### src/rtl/core/bde_pkg.sv
// Shared types and constants for the button debounce and encoder decode unit.
// No dependencies; imported by every module of the block.
`default_nettype none

package bde_pkg;

  localparam int unsigned TURN_W     = 19;
  localparam int unsigned SPEED_W    = 8;
  localparam int unsigned NUM_BTN    = 4;
  localparam int unsigned PIN_W      = 6;
  localparam int unsigned OUT_DATA_W = 32;
  localparam int unsigned PADDR_W    = 3;

  localparam logic [SPEED_W-1:0] SPEED_RESET = 8'd50;

  // Word index of the speed factor register.
  localparam logic REG_SPEED = 1'b0;

  // Button indexes inside the pin and event vectors.
  localparam int unsigned BTN_MENU   = 0;
  localparam int unsigned BTN_MANUAL = 1;
  localparam int unsigned BTN_RESET  = 2;
  localparam int unsigned BTN_CLICK  = 3;

  typedef enum logic [1:0] {
    EV_NONE = 2'd0,
    EV_DOWN = 2'd1,
    EV_UP   = 2'd2
  } ev_e;

  typedef enum logic [1:0] {
    PH_NONE = 2'd0,
    PH_A    = 2'd1,
    PH_B    = 2'd2,
    PH_AB   = 2'd3
  } enc_phase_e;

endpackage

`default_nettype wire

### src/rtl/core/bde_debounce.sv
// Four-state, two-sample debouncer for one button, stepped once per tick.
// Depends on bde_pkg for the event codes.
`default_nettype none

module bde_debounce (
  input  wire            clk_i,
  input  wire            rst_ni,
  input  wire            tick_i,
  input  wire            pressed_i,
  output bde_pkg::ev_e   event_o,
  output logic           busy_o
);
  import bde_pkg::*;

  typedef enum logic [3:0] {
    ST_IDLE      = 4'b0001,
    ST_WAIT_DOWN = 4'b0010,
    ST_DOWN      = 4'b0100,
    ST_WAIT_UP   = 4'b1000
  } db_state_e;

  db_state_e state_q, state_d;

  always_comb begin
    state_d = state_q;
    event_o = EV_NONE;
    unique case (state_q)
      ST_IDLE: begin
        if (pressed_i) state_d = ST_WAIT_DOWN;
      end
      ST_WAIT_DOWN: begin
        if (pressed_i) begin
          state_d = ST_DOWN;
          event_o = EV_DOWN;
        end else begin
          state_d = ST_IDLE;
        end
      end
      ST_DOWN: begin
        if (!pressed_i) state_d = ST_WAIT_UP;
      end
      ST_WAIT_UP: begin
        state_d = ST_IDLE;
        if (!pressed_i) event_o = EV_UP;
      end
      default: begin
        state_d = ST_IDLE;
      end
    endcase
  end

  assign busy_o = (state_d != ST_IDLE);

  always_ff @(posedge clk_i or negedge rst_ni) begin
    if (!rst_ni) begin
      state_q <= ST_IDLE;
    end else if (tick_i) begin
      state_q <= state_d;
    end
  end

endmodule

`default_nettype wire

### src/rtl/core/bde_encoder.sv
// Quadrature encoder detent decoder with a saturating signed detent count.
// Depends on bde_pkg for the phase codes.
`default_nettype none

module bde_encoder #(
  parameter int unsigned MAX_DETENTS = 1023,
  parameter int unsigned CNT_W       = 11
) (
  input  wire                     clk_i,
  input  wire                     rst_ni,
  input  wire                     sample_i,
  input  wire                     enc_a_i,
  input  wire                     enc_b_i,
  input  wire                     clear_i,
  output logic signed [CNT_W-1:0] count_o
);
  import bde_pkg::*;

  localparam logic signed [CNT_W-1:0] CNT_MAX = CNT_W'(MAX_DETENTS);
  localparam logic signed [CNT_W-1:0] CNT_MIN = -CNT_MAX;

  enc_phase_e               phase_q, phase_d;
  logic                     armed_q, armed_d;
  logic signed [CNT_W-1:0]  count_q, count_d;

  always_comb begin
    phase_d = phase_q;
    armed_d = armed_q;
    count_d = count_q;
    if (sample_i) begin
      phase_d = enc_phase_e'({enc_b_i, enc_a_i});
      if (phase_d != phase_q) begin
        if (phase_q == PH_AB) begin
          armed_d = 1'b1;
        end else if (phase_q == PH_B && armed_q && phase_d == PH_NONE) begin
          if (count_q < CNT_MAX) count_d = count_q + CNT_W'(1);
          armed_d = 1'b0;
        end else if (phase_q == PH_A && armed_q && phase_d == PH_NONE) begin
          if (count_q > CNT_MIN) count_d = count_q - CNT_W'(1);
          armed_d = 1'b0;
        end
      end
    end else if (clear_i) begin
      count_d = '0;
    end
  end

  always_ff @(posedge clk_i or negedge rst_ni) begin
    if (!rst_ni) begin
      phase_q <= PH_AB;
      armed_q <= 1'b0;
      count_q <= '0;
    end else begin
      phase_q <= phase_d;
      armed_q <= armed_d;
      count_q <= count_d;
    end
  end

  assign count_o = count_q;

`ifndef ASSERT_OFF
  a_count_range: assert property (@(posedge clk_i) disable iff (!rst_ni)
    (count_q <= CNT_MAX) && (count_q >= CNT_MIN))
    else $error("Detent count left its saturation range.");

  a_clear_zero: assert property (@(posedge clk_i) disable iff (!rst_ni)
    clear_i && !sample_i |=> count_q == '0)
    else $error("Detent count not cleared by a tick.");
`endif

endmodule

`default_nettype wire

### src/rtl/core/button_debounce_and_encoder_decode_unit.sv
// Top level: input register, encoder decoder, four debouncers, turn scaling
// and result register, plus the speed factor register. Depends on bde_pkg,
// bde_debounce and bde_encoder.
`default_nettype none

// The block takes one transaction per cycle on the slave stream; a stalled
// result holds the input side only once the input register also holds a
// tick. It never needs a clearing pass after reset. An encoder sample
// (tuser = 0) updates the detent decoder and yields no result; a tick
// (tuser = 1) steps the four debouncers and presents one result transaction
// through the input register and then the result register, carrying the
// button events and the detent count since the previous tick, multiplied by
// the speed factor while the manual button is not idle. The single path
// between the two registers holds the 8-bit by count-width multiplier.
module button_debounce_and_encoder_decode_unit #(
  parameter int unsigned MAX_DETENTS = 1023
) (
  input  wire                                  clk_i,
  input  wire                                  rst_ni,
  // Slave stream. tdata from bit 0: enc_a, enc_b, menu_pin, manual_pin,
  // reset_pin, click_pin, two zero bits. tuser: op.
  input  wire                                  s_axis_tvalid,
  output logic                                 s_axis_tready,
  input  wire  [7:0]                           s_axis_tdata,
  input  wire                                  s_axis_tuser,
  // Master stream. tdata from bit 0: menu_event[1:0], manual_event[3:2],
  // reset_event[5:4], click_event[7:6], turn_amount[26:8], zeros to bit 31.
  output logic                                 m_axis_tvalid,
  input  wire                                  m_axis_tready,
  output logic [bde_pkg::OUT_DATA_W-1:0]       m_axis_tdata,
  // Configuration port.
  input  wire                                  psel,
  input  wire                                  penable,
  input  wire                                  pwrite,
  input  wire  [bde_pkg::PADDR_W-1:0]          paddr,
  input  wire  [31:0]                          pwdata,
  output logic [31:0]                          prdata,
  output logic                                 pready
);
  import bde_pkg::*;

  localparam int unsigned CNT_W  = $clog2(MAX_DETENTS + 1) + 1;
  localparam int unsigned PROD_W = CNT_W + SPEED_W + 1;
  localparam int unsigned EXT_W  = (PROD_W > TURN_W) ? PROD_W : TURN_W;

  // Configuration register.
  logic [SPEED_W-1:0] speed_q;
  logic               cfg_we;

  assign pready = 1'b1;
  assign cfg_we = psel && penable && pwrite && (paddr[PADDR_W-1] == REG_SPEED);

  always_ff @(posedge clk_i or negedge rst_ni) begin
    if (!rst_ni) begin
      speed_q <= SPEED_RESET;
    end else if (cfg_we) begin
      speed_q <= pwdata[SPEED_W-1:0];
    end
  end

  assign prdata = (paddr[PADDR_W-1] == REG_SPEED) ? 32'(speed_q) : '0;

  // Input register.
  logic             in_valid_q;
  logic             in_op_q;
  logic [PIN_W-1:0] in_pins_q;
  logic             s_accept;
  logic             advance;
  logic             tick;
  logic             sample;
  logic             out_valid_q;

  assign advance       = in_valid_q && (!in_op_q || !out_valid_q || m_axis_tready);
  assign s_axis_tready = !in_valid_q || advance;
  assign s_accept      = s_axis_tvalid && s_axis_tready;
  assign tick          = advance && in_op_q;
  assign sample        = advance && !in_op_q;

  always_ff @(posedge clk_i or negedge rst_ni) begin
    if (!rst_ni) begin
      in_valid_q <= 1'b0;
    end else if (s_accept) begin
      in_valid_q <= 1'b1;
    end else if (advance) begin
      in_valid_q <= 1'b0;
    end
  end

  always_ff @(posedge clk_i) begin
    if (s_accept) begin
      in_op_q   <= s_axis_tuser;
      in_pins_q <= s_axis_tdata[PIN_W-1:0];
    end
  end

  // Encoder decoder.
  logic signed [CNT_W-1:0] count;

  bde_encoder #(
    .MAX_DETENTS (MAX_DETENTS),
    .CNT_W       (CNT_W)
  ) u_encoder (
    .clk_i    (clk_i),
    .rst_ni   (rst_ni),
    .sample_i (sample),
    .enc_a_i  (in_pins_q[0]),
    .enc_b_i  (in_pins_q[1]),
    .clear_i  (tick),
    .count_o  (count)
  );

  // Debouncers.
  ev_e              events [NUM_BTN];
  logic [NUM_BTN-1:0] busy;

  for (genvar gi = 0; gi < NUM_BTN; gi++) begin : g_btn
    bde_debounce u_debounce (
      .clk_i     (clk_i),
      .rst_ni    (rst_ni),
      .tick_i    (tick),
      .pressed_i (in_pins_q[2 + gi]),
      .event_o   (events[gi]),
      .busy_o    (busy[gi])
    );
  end

  // Turn scaling.
  logic signed [EXT_W-1:0] count_ext;
  logic signed [EXT_W-1:0] speed_ext;
  logic signed [EXT_W-1:0] scaled;
  logic        [TURN_W-1:0] turn;

  assign count_ext = EXT_W'(count);
  assign speed_ext = EXT_W'($signed({1'b0, speed_q}));
  assign scaled    = busy[BTN_MANUAL] ? count_ext * speed_ext : count_ext;
  assign turn      = scaled[TURN_W-1:0];

  // Result register.
  logic [OUT_DATA_W-1:0] out_data_q;

  always_ff @(posedge clk_i or negedge rst_ni) begin
    if (!rst_ni) begin
      out_valid_q <= 1'b0;
    end else if (tick) begin
      out_valid_q <= 1'b1;
    end else if (m_axis_tready) begin
      out_valid_q <= 1'b0;
    end
  end

  always_ff @(posedge clk_i) begin
    if (tick) begin
      out_data_q <= OUT_DATA_W'({turn, events[BTN_CLICK], events[BTN_RESET],
                                 events[BTN_MANUAL], events[BTN_MENU]});
    end
  end

  assign m_axis_tvalid = out_valid_q;
  assign m_axis_tdata  = out_data_q;

`ifndef ASSERT_OFF
  a_tick_result: assert property (@(posedge clk_i) disable iff (!rst_ni)
    tick |=> m_axis_tvalid)
    else $error("A tick did not produce a result transaction.");

  a_no_overwrite: assert property (@(posedge clk_i) disable iff (!rst_ni)
    out_valid_q && !m_axis_tready |-> !tick)
    else $error("Result register overwritten while stalled.");

  a_stall_source: assert property (@(posedge clk_i) disable iff (!rst_ni)
    !s_axis_tready |-> in_valid_q && in_op_q && out_valid_q)
    else $error("Input stalled without a pending tick behind a full result.");
`endif

endmodule

`default_nettype wire
### config.mk
export PLATFORM = sky130hd
export DESIGN_NAME = button_debounce_and_encoder_decode_unit
export DESIGN_NICKNAME = d
export VERILOG_FILES = /design/src/rtl/core/bde_pkg.sv /design/src/rtl/core/bde_debounce.sv /design/src/rtl/core/bde_encoder.sv /design/src/rtl/core/button_debounce_and_encoder_decode_unit.sv
export SDC_FILE = /design/constraint.sdc
export NUM_CORES = 1
export LEC_CHECK = 0
export BUFFER_PORTS_ARGS = -buffer_cell sky130_fd_sc_hd__buf_2
export CORE_ASPECT_RATIO = 0.75
export CORE_UTILIZATION = 40
export DETAILED_ROUTE_END_ITERATION = 8
export HOLD_SLACK_MARGIN = 0.03
export REMOVE_ABC_BUFFERS = 1
export SLEW_MARGIN = 20
export SYNTH_ARGS = -nofsm -noshare
export SYNTH_HDL_FRONTEND = slang
export SYNTH_SLANG_ARGS = --single-unit
### constraint.sdc
create_clock -name clk_i -period 6.1 [get_ports clk_i]
set_input_delay 0.61 -clock clk_i [delete_from_list [all_inputs] [get_ports clk_i]]
set_output_delay 0.61 -clock clk_i [all_outputs]
set_load 0.02 [all_outputs]
==> summary.md, run 1 <==
| Metric | Value |
|---|---|
| Status | `finished clean` |
| Final worst setup slack | `1.09 ns` |
| Synth Area per Inst | `9.50 um^2` |
| Final hold vios | `0` |
| Multi-input logic area | `0.00441 mm^2` |
| Post-synth EDFFs | `34` |
| Max Clk Rate | `200 MHz` |
| Routed len/inst | `13.7 um` |
| Top FF cell, synth | `edfxtp_1` |
| Setup Fix Bufs, Post-CTS | `0` |
| Vias | `5062` |
| Max transition margin | `0.327` |
| Crit start category | `flop` |
| Post-Place Worst Slack | `1.08 ns` |
| Syn Inst Count | `755` |
| Initial antenna violation count | `0` |
| Placed Cells | `1017` |
| RSZ-0062 raised after global routing | `no` |
| Slowest stage delay, CP | `0.66 ns` |
| Crit path kind | `flop to flop` |
| Worst Hold Margin | `0.395 ns` |
| Via density | `4.90` |
| Core area | `0.0172 mm^2` |
| Antenna-violating nets left | `0` |
| Final Instance Count excl. Fillers | `1033` |
| Post-synthesis cell type count | `63` |
| I/O Pins | `118` |
| TritonRoute pass-1 iters | `5` |
| Crit path cell chain | `nand2_1, fa_1, inv_1, fa_1, fa_1, inv_1, fa_1, inv_1, ha_1, a211oi_1, o211ai_1, a41oi_1, a21oi_1, o21a_1, o31ai_1` |
| Layout cells sized above 1 | `0.129` |
| Post-detail-place hpwl | `10800 um` |
| PortBufs | `59` |
| Vias in the first global route | `4802` |
| Synthesis Warnings | `0` |
| Worst EP required | `6.28 ns` |
| Synth-to-layout area growth | `8.83%` |
| Num rows | `41` |
| Post-CTS sizing | `0` |
| Drt initial violations | `379` |
| Final setup TNS | `0 ns` |
| Crit-path slowest cell | `dfrtp_1` |
| Pin count of the biggest net entering global routing | `41` |
| Post-Syn Area | `0.00717 mm^2` |
| Worst EP arrival | `5.18 ns` |
| CTS tree | `done` |
| CTS H-Tree Depth | `3` |
| Max Cap Viol | `0` |
| Register area | `0.00203 mm^2` |
| Total grt overflow | `0` |
| Starting density of the core | `0.417` |
| Worst-path clk slew | `0.07 ns` |
| Crit end category | `flop` |
| Die Ht | `118 um` |
| Most common cell after layout, fill and taps aside | `inv_1` |
| Die footprint | `0.0185 mm^2` |
| CP Max Fanout | `13` |
| Top delay family on crit path | `adder cells` |
| Most frequent cells in the layout | `inv_1, nand2_1, fa_1, buf_2, and2_1` |
| Routability cong. | `0.796` |
| Min Tclk post-route | `5.01 ns` |
| HP Class | `input pin to async pin` |
| Root buffer cell | `clkbuf_16` |
| Buffers and inverters on the worst path | `3` |
| Share of the yosys chip area belonging to registers | `0.284` |
| Synth async-reset ratio | `0.541` |
| Worst slew pin tran | `1.01 ns` |
| Pins Over Slew Limit | `0` |
| Most used cell along the critical path | `fa_1` |
| CTS buffer count | `9` |
| Clock Sinks | `74` |
| Total Wirelength | `14200 um` |
| Die width | `157 um` |
| Longest Clk Path Bufs | `2` |
| CTS Hold Buffers Added | `0` |
| Yosys reg bits | `74` |
| Fin crit share | `0.821` |
| DR DRC count | `0` |
| Layout Nets | `960` |
| Ant diodes | `0` |
| Fillers | `1664` |
| Gr usage total | `0.164` |
| First-pass GRT wire length | `23900 um` |
| Final setup vio count | `0` |
| Clk_skew | `0.0144 ns` |
| Clock latency on the worst-skew pair | `0.34 ns` |
[layout make-up]
type                            instances  share of cell area
Inverter                              123              0.0592
Sequential cell                        74               0.261
Clock inverter                          6             0.00593
Timing Repair Buffer                   61              0.0398
Tap cell                              236              0.0378
Multi-Input combinational cell        523               0.565
Clock buffer                           10              0.0321
[synth_stat cells, types with 3 or more instances]
cell / count / area, um^2
nor2b_1: 10 / 62.6
or3_1: 7 / 43.8
nand4b_1: 3 / 26.3
o21ai_0: 30 / 150
ha_1: 46 / 576
fa_1: 71 / 1420
nor3b_1: 6 / 45.0
and2_1: 55 / 344
dfrtp_1: 31 / 776
and3_1: 4 / 25.0
xor2_1: 13 / 114
edfxtp_1: 34 / 1020
nor2_1: 16 / 60.1
nand2b_1: 7 / 43.8
nor3_1: 9 / 45.0
nor4_1: 7 / 43.8
nand3_1: 9 / 45.0
o31ai_1: 8 / 60.1
buf_4: 31 / 233
nor4b_1: 4 / 35.0
dfstp_2: 9 / 236
nand2_1: 87 / 327
o22a_1: 3 / 26.3
mux2i_1: 6 / 60.1
xnor2_1: 10 / 87.6
buf_2: 3 / 15.0
mux2_2: 11 / 124
o211ai_1: 3 / 22.5
a31oi_1: 6 / 37.5
o2111ai_1: 3 / 26.3
inv_1: 123 / 462
a21oi_1: 15 / 75.1
clkbuf_1: 26 / 97.6
a21o_1: 9 / 67.6
o41ai_1: 4 / 35.0
a211oi_1: 4 / 30.0
[layer usage]
| metal | part of all wire | GRT usage | up-vias |
|---|---|---|---|
| met3 | 0.041 | 0.0302 | 12 |
| met4 | 0.0097 | 0.0368 | 0 |
| met1 | 0.52 | 0.250 | 2460 |
| met2 | 0.43 | 0.239 | 110 |
| met5 | 0 | 0 | - |
| li1 | - | - | 2480 |
[worst reg2reg max path: cells and delay by family, from the launching register on]
family	cells	cell delay [ns]
DFF	1	0.66
AOI/OAI and AO/OA	6	1.43
and+or+nand+nor	1	0.20
adders and majority gates	5	2.43
buffers and inverters	3	0.15
[cells by family after synthesis]
| family | after synthesis | share of synthesized area |
|---|---|---|
| muxes | 17 | 0.0257 |
| DFF | 74 | 0.284 |
| AOI/OAI and AO/OA | 101 | 0.0941 |
| adders and majority gates | 117 | 0.279 |
| and+or+nand+nor | 235 | 0.172 |
| buffers and inverters | 186 | 0.117 |
| other | 2 | 0.00105 |
| xor gates and xnor gates | 23 | 0.0281 |
[path summary, 6_finish.rpt]
| kind | start | to | slack (ns) | cells after the start |
|---|---|---|---|---|
| min in group clk_i | s_axis_tdata[3] | in_pins_q[3] | 0.44 | 1 |
| worst max-delay path | speed_q[0] | m_axis_tdata[23] | 1.09 | 15 |
| worst max register to register | speed_q[0] | m_axis_tdata[23] | 1.09 | 15 |
| max in group asynchronous | rst_ni | g_btn[3].u_debounce.state_q[3] | 5.12 | 1 |
| worst min-delay path | rst_ni | g_btn[2].u_debounce.state_q[2] | 0.40 | 1 |
| worst min register to register | m_axis_tvalid | m_axis_tvalid | 0.53 | 2 |
[state kept, by name, summed over array words and instances (netlist names)]
signal	flops
g_btn.u_debounce.state_q	16
in_op_q	1
in_pins_q	6
in_valid_q	1
m_axis_tdata	27
m_axis_tvalid	1
speed_q	8
u_encoder.armed_q	1
u_encoder.count_o	11
u_encoder.phase_q	2
[through the flow]
stage | area (um^2) | util
finish | 7800 | 0.454
global route | 7800 | 0.454
CTS | 7800 | 0.454
detailed placement | 7510 | 0.437
global placement | 7510 | 0.437
floorplan | 6900 | -
Power of run 1 is not shown: default switching activity piles up to over one toggle a cycle in this logic, so the estimate is an artifact.
==> run 2: changes to the inputs <==
Clock period 6.1 ns to 4.9 ns, I/O delays scaled along.
==> run 2 against run 1 <==
Net effect:
- maximum frequency is 5.9% higher
- clock-buffer cell count stayed put
- first-iteration DRC count is 12% lower
==> summary.md, run 2 (synthesis results as in run 1) <==
| Metric | Value |
|---|---|
| CTS H-Tree Depth | `3 (unchanged)` |
| CP Max Fanout | `10 (-3)` |
| Crit start category | `flop` |
| Final worst setup slack | `0.169 ns (-0.922 ns)` |
| Pins Over Slew Limit | `0 (unchanged)` |
| Post-Place Worst Slack | `0.129 ns (-0.951 ns)` |
| Most common cell after layout, fill and taps aside | `inv_1` |
| Max Clk Rate | `211 MHz (+5.9%)` |
| Final setup TNS | `0 ns (unchanged)` |
| Most frequent cells in the layout | `inv_1, nand2_1, fa_1, buf_2, and2_1` |
| DR DRC count | `0 (unchanged)` |
| Top delay family on crit path | `adder cells` |
| Crit end category | `flop` |
| HP Class | `input pin to async pin` |
| Worst EP arrival | `4.82 ns (-0.36 ns)` |
| RSZ-0062 raised after global routing | `yes` |
| Num rows | `41 (unchanged)` |
| CTS buffer count | `9 (unchanged)` |
| Vias in the first global route | `4732 (-1.5%)` |
| Area after DPL | `0.00766 mm^2 (+2.0%)` |
| Layout Cell Area excl Fill | `0.00804 mm^2 (+3.0%)` |
| Max reg flops | `27 (unchanged)` |
| Status | `finished clean` |
| Final hold vios | `0 (unchanged)` |
| Crit path cell chain | `and2_1, fa_1, inv_1, fa_1, fa_1, fa_1, inv_1, ha_1, nand2_1, o21ai_0, o21bai_1, xnor2_1, o21ai_0` |
| Antenna-violating nets left | `0 (unchanged)` |
| Die footprint | `0.0185 mm^2 (unchanged)` |
| Fin crit share | `0.966 (+0.144)` |
| I/O Pins | `118 (unchanged)` |
| Buffers and inverters on the worst path | `2 (-1)` |
| Clock latency on the worst-skew pair | `0.34 ns (about the same)` |
| Initial antenna violation count | `0 (unchanged)` |
| Final setup vio count | `0 (unchanged)` |
| Reg2reg path depth | `13 (-2)` |
| First-pass GRT wire length | `23800 um (-0.69%)` |
| Layout cells sized above 1 | `0.163 (+0.0334)` |
| Worst-path clk slew | `0.07 ns (about the same)` |
| Ant diodes | `0 (unchanged)` |
| CTS tree | `done` |
| Gr usage total | `0.163 (-0.00107)` |
| Via density | `4.85 (-1.0%)` |
| Post-detail-place hpwl | `11300 um (+4.7%)` |
| Worst slew pin tran | `1.01 ns (+0.00827 ns)` |
| Routed len/inst | `13.5 um (-1.8%)` |
| Max Cap Viol | `0 (unchanged)` |
| TritonRoute pass-1 iters | `5 (unchanged)` |
| Total grt overflow | `0 (unchanged)` |
| PortBufs | `59 (unchanged)` |
| Core area | `0.0172 mm^2 (unchanged)` |
| Layout Nets | `987 (+2.8%)` |
| Total Wirelength | `14300 um (+0.75%)` |
| Worst EP required | `4.99 ns (-1.29 ns)` |
| Clock Sinks | `74 (unchanged)` |
| Min Tclk post-route | `4.73 ns (-0.278 ns)` |
| Max transition margin | `0.321 (-0.00553)` |
| Crit-path slowest cell | `dfstp_4` |
| Pin count of the biggest net entering global routing | `41 (unchanged)` |
| Synth-to-layout area growth | `12.1%` |
| Vias | `5140 (+1.5%)` |
| Longest Clk Path Bufs | `2 (unchanged)` |
| Die width | `157 um (unchanged)` |
| Clk_skew | `0.00878 ns (-0.00562 ns)` |
| Most used cell along the critical path | `fa_1` |
| Starting density of the core | `0.417 (unchanged)` |
| Crit path kind | `flop to flop` |
| Routability cong. | `0.808 (+1.5%)` |
| Slowest stage delay, CP | `0.69 ns (+0.03 ns)` |
| Die Ht | `118 um (unchanged)` |
| Root buffer cell | `clkbuf_16` |
| Drt initial violations | `335 (-12%)` |
| Critical path depth | `13 (-2)` |
-- run 2: through the flow --
step,hold slack [ns],cells,util
floorplan,0.194,720,-
global placement,0.507,1037,0.446
detailed placement,0.507,1037,0.446
CTS,0.311,1053,0.463
global route,0.0537,1060,0.468
finish,0.0412,1060,0.468
-- run 2: repair_timing --
item / in CTS / in global routing
resized for setup: 0 / 7
setup endpoints to repair: 0 / 6
setup buffers: 0 / 6
hold buffers: 0 / 0
-- run 2: path summary, 6_finish.rpt --
kind | start | end | slack [ns]
worst max-delay path | speed_q[1] | m_axis_tdata[25] | 0.17
worst min-delay path | rst_ni | g_btn[2].u_debounce.state_q[1] | 0.04
worst max register to register | speed_q[1] | m_axis_tdata[25] | 0.17
worst min register to register | m_axis_tvalid | m_axis_tvalid | 0.52
max in group asynchronous | rst_ni | g_btn[3].u_debounce.state_q[0] | 4.31
min in group clk_i | s_axis_tdata[3] | in_pins_q[3] | 0.32
-- run 2: area by class of cell --
class,instances,area (um^2)
sequential,74,2040
fill,1662,9150
clock buffer,10,250
inverter,123,462
clock inverter,6,46.3
tap,236,295
timing repair buffer,88,526
multi-input combinational,523,4420
-- run 2: metal layers --
metal  GRT usage  vias up  wire length (um)
met1       0.258     2469              7450
met2       0.225      128              5940
met3      0.0298       14               780
met4      0.0368        0               141
met5           0        -                 0
li1            -     2529                 -
Power of run 2 is left out for the same reason.
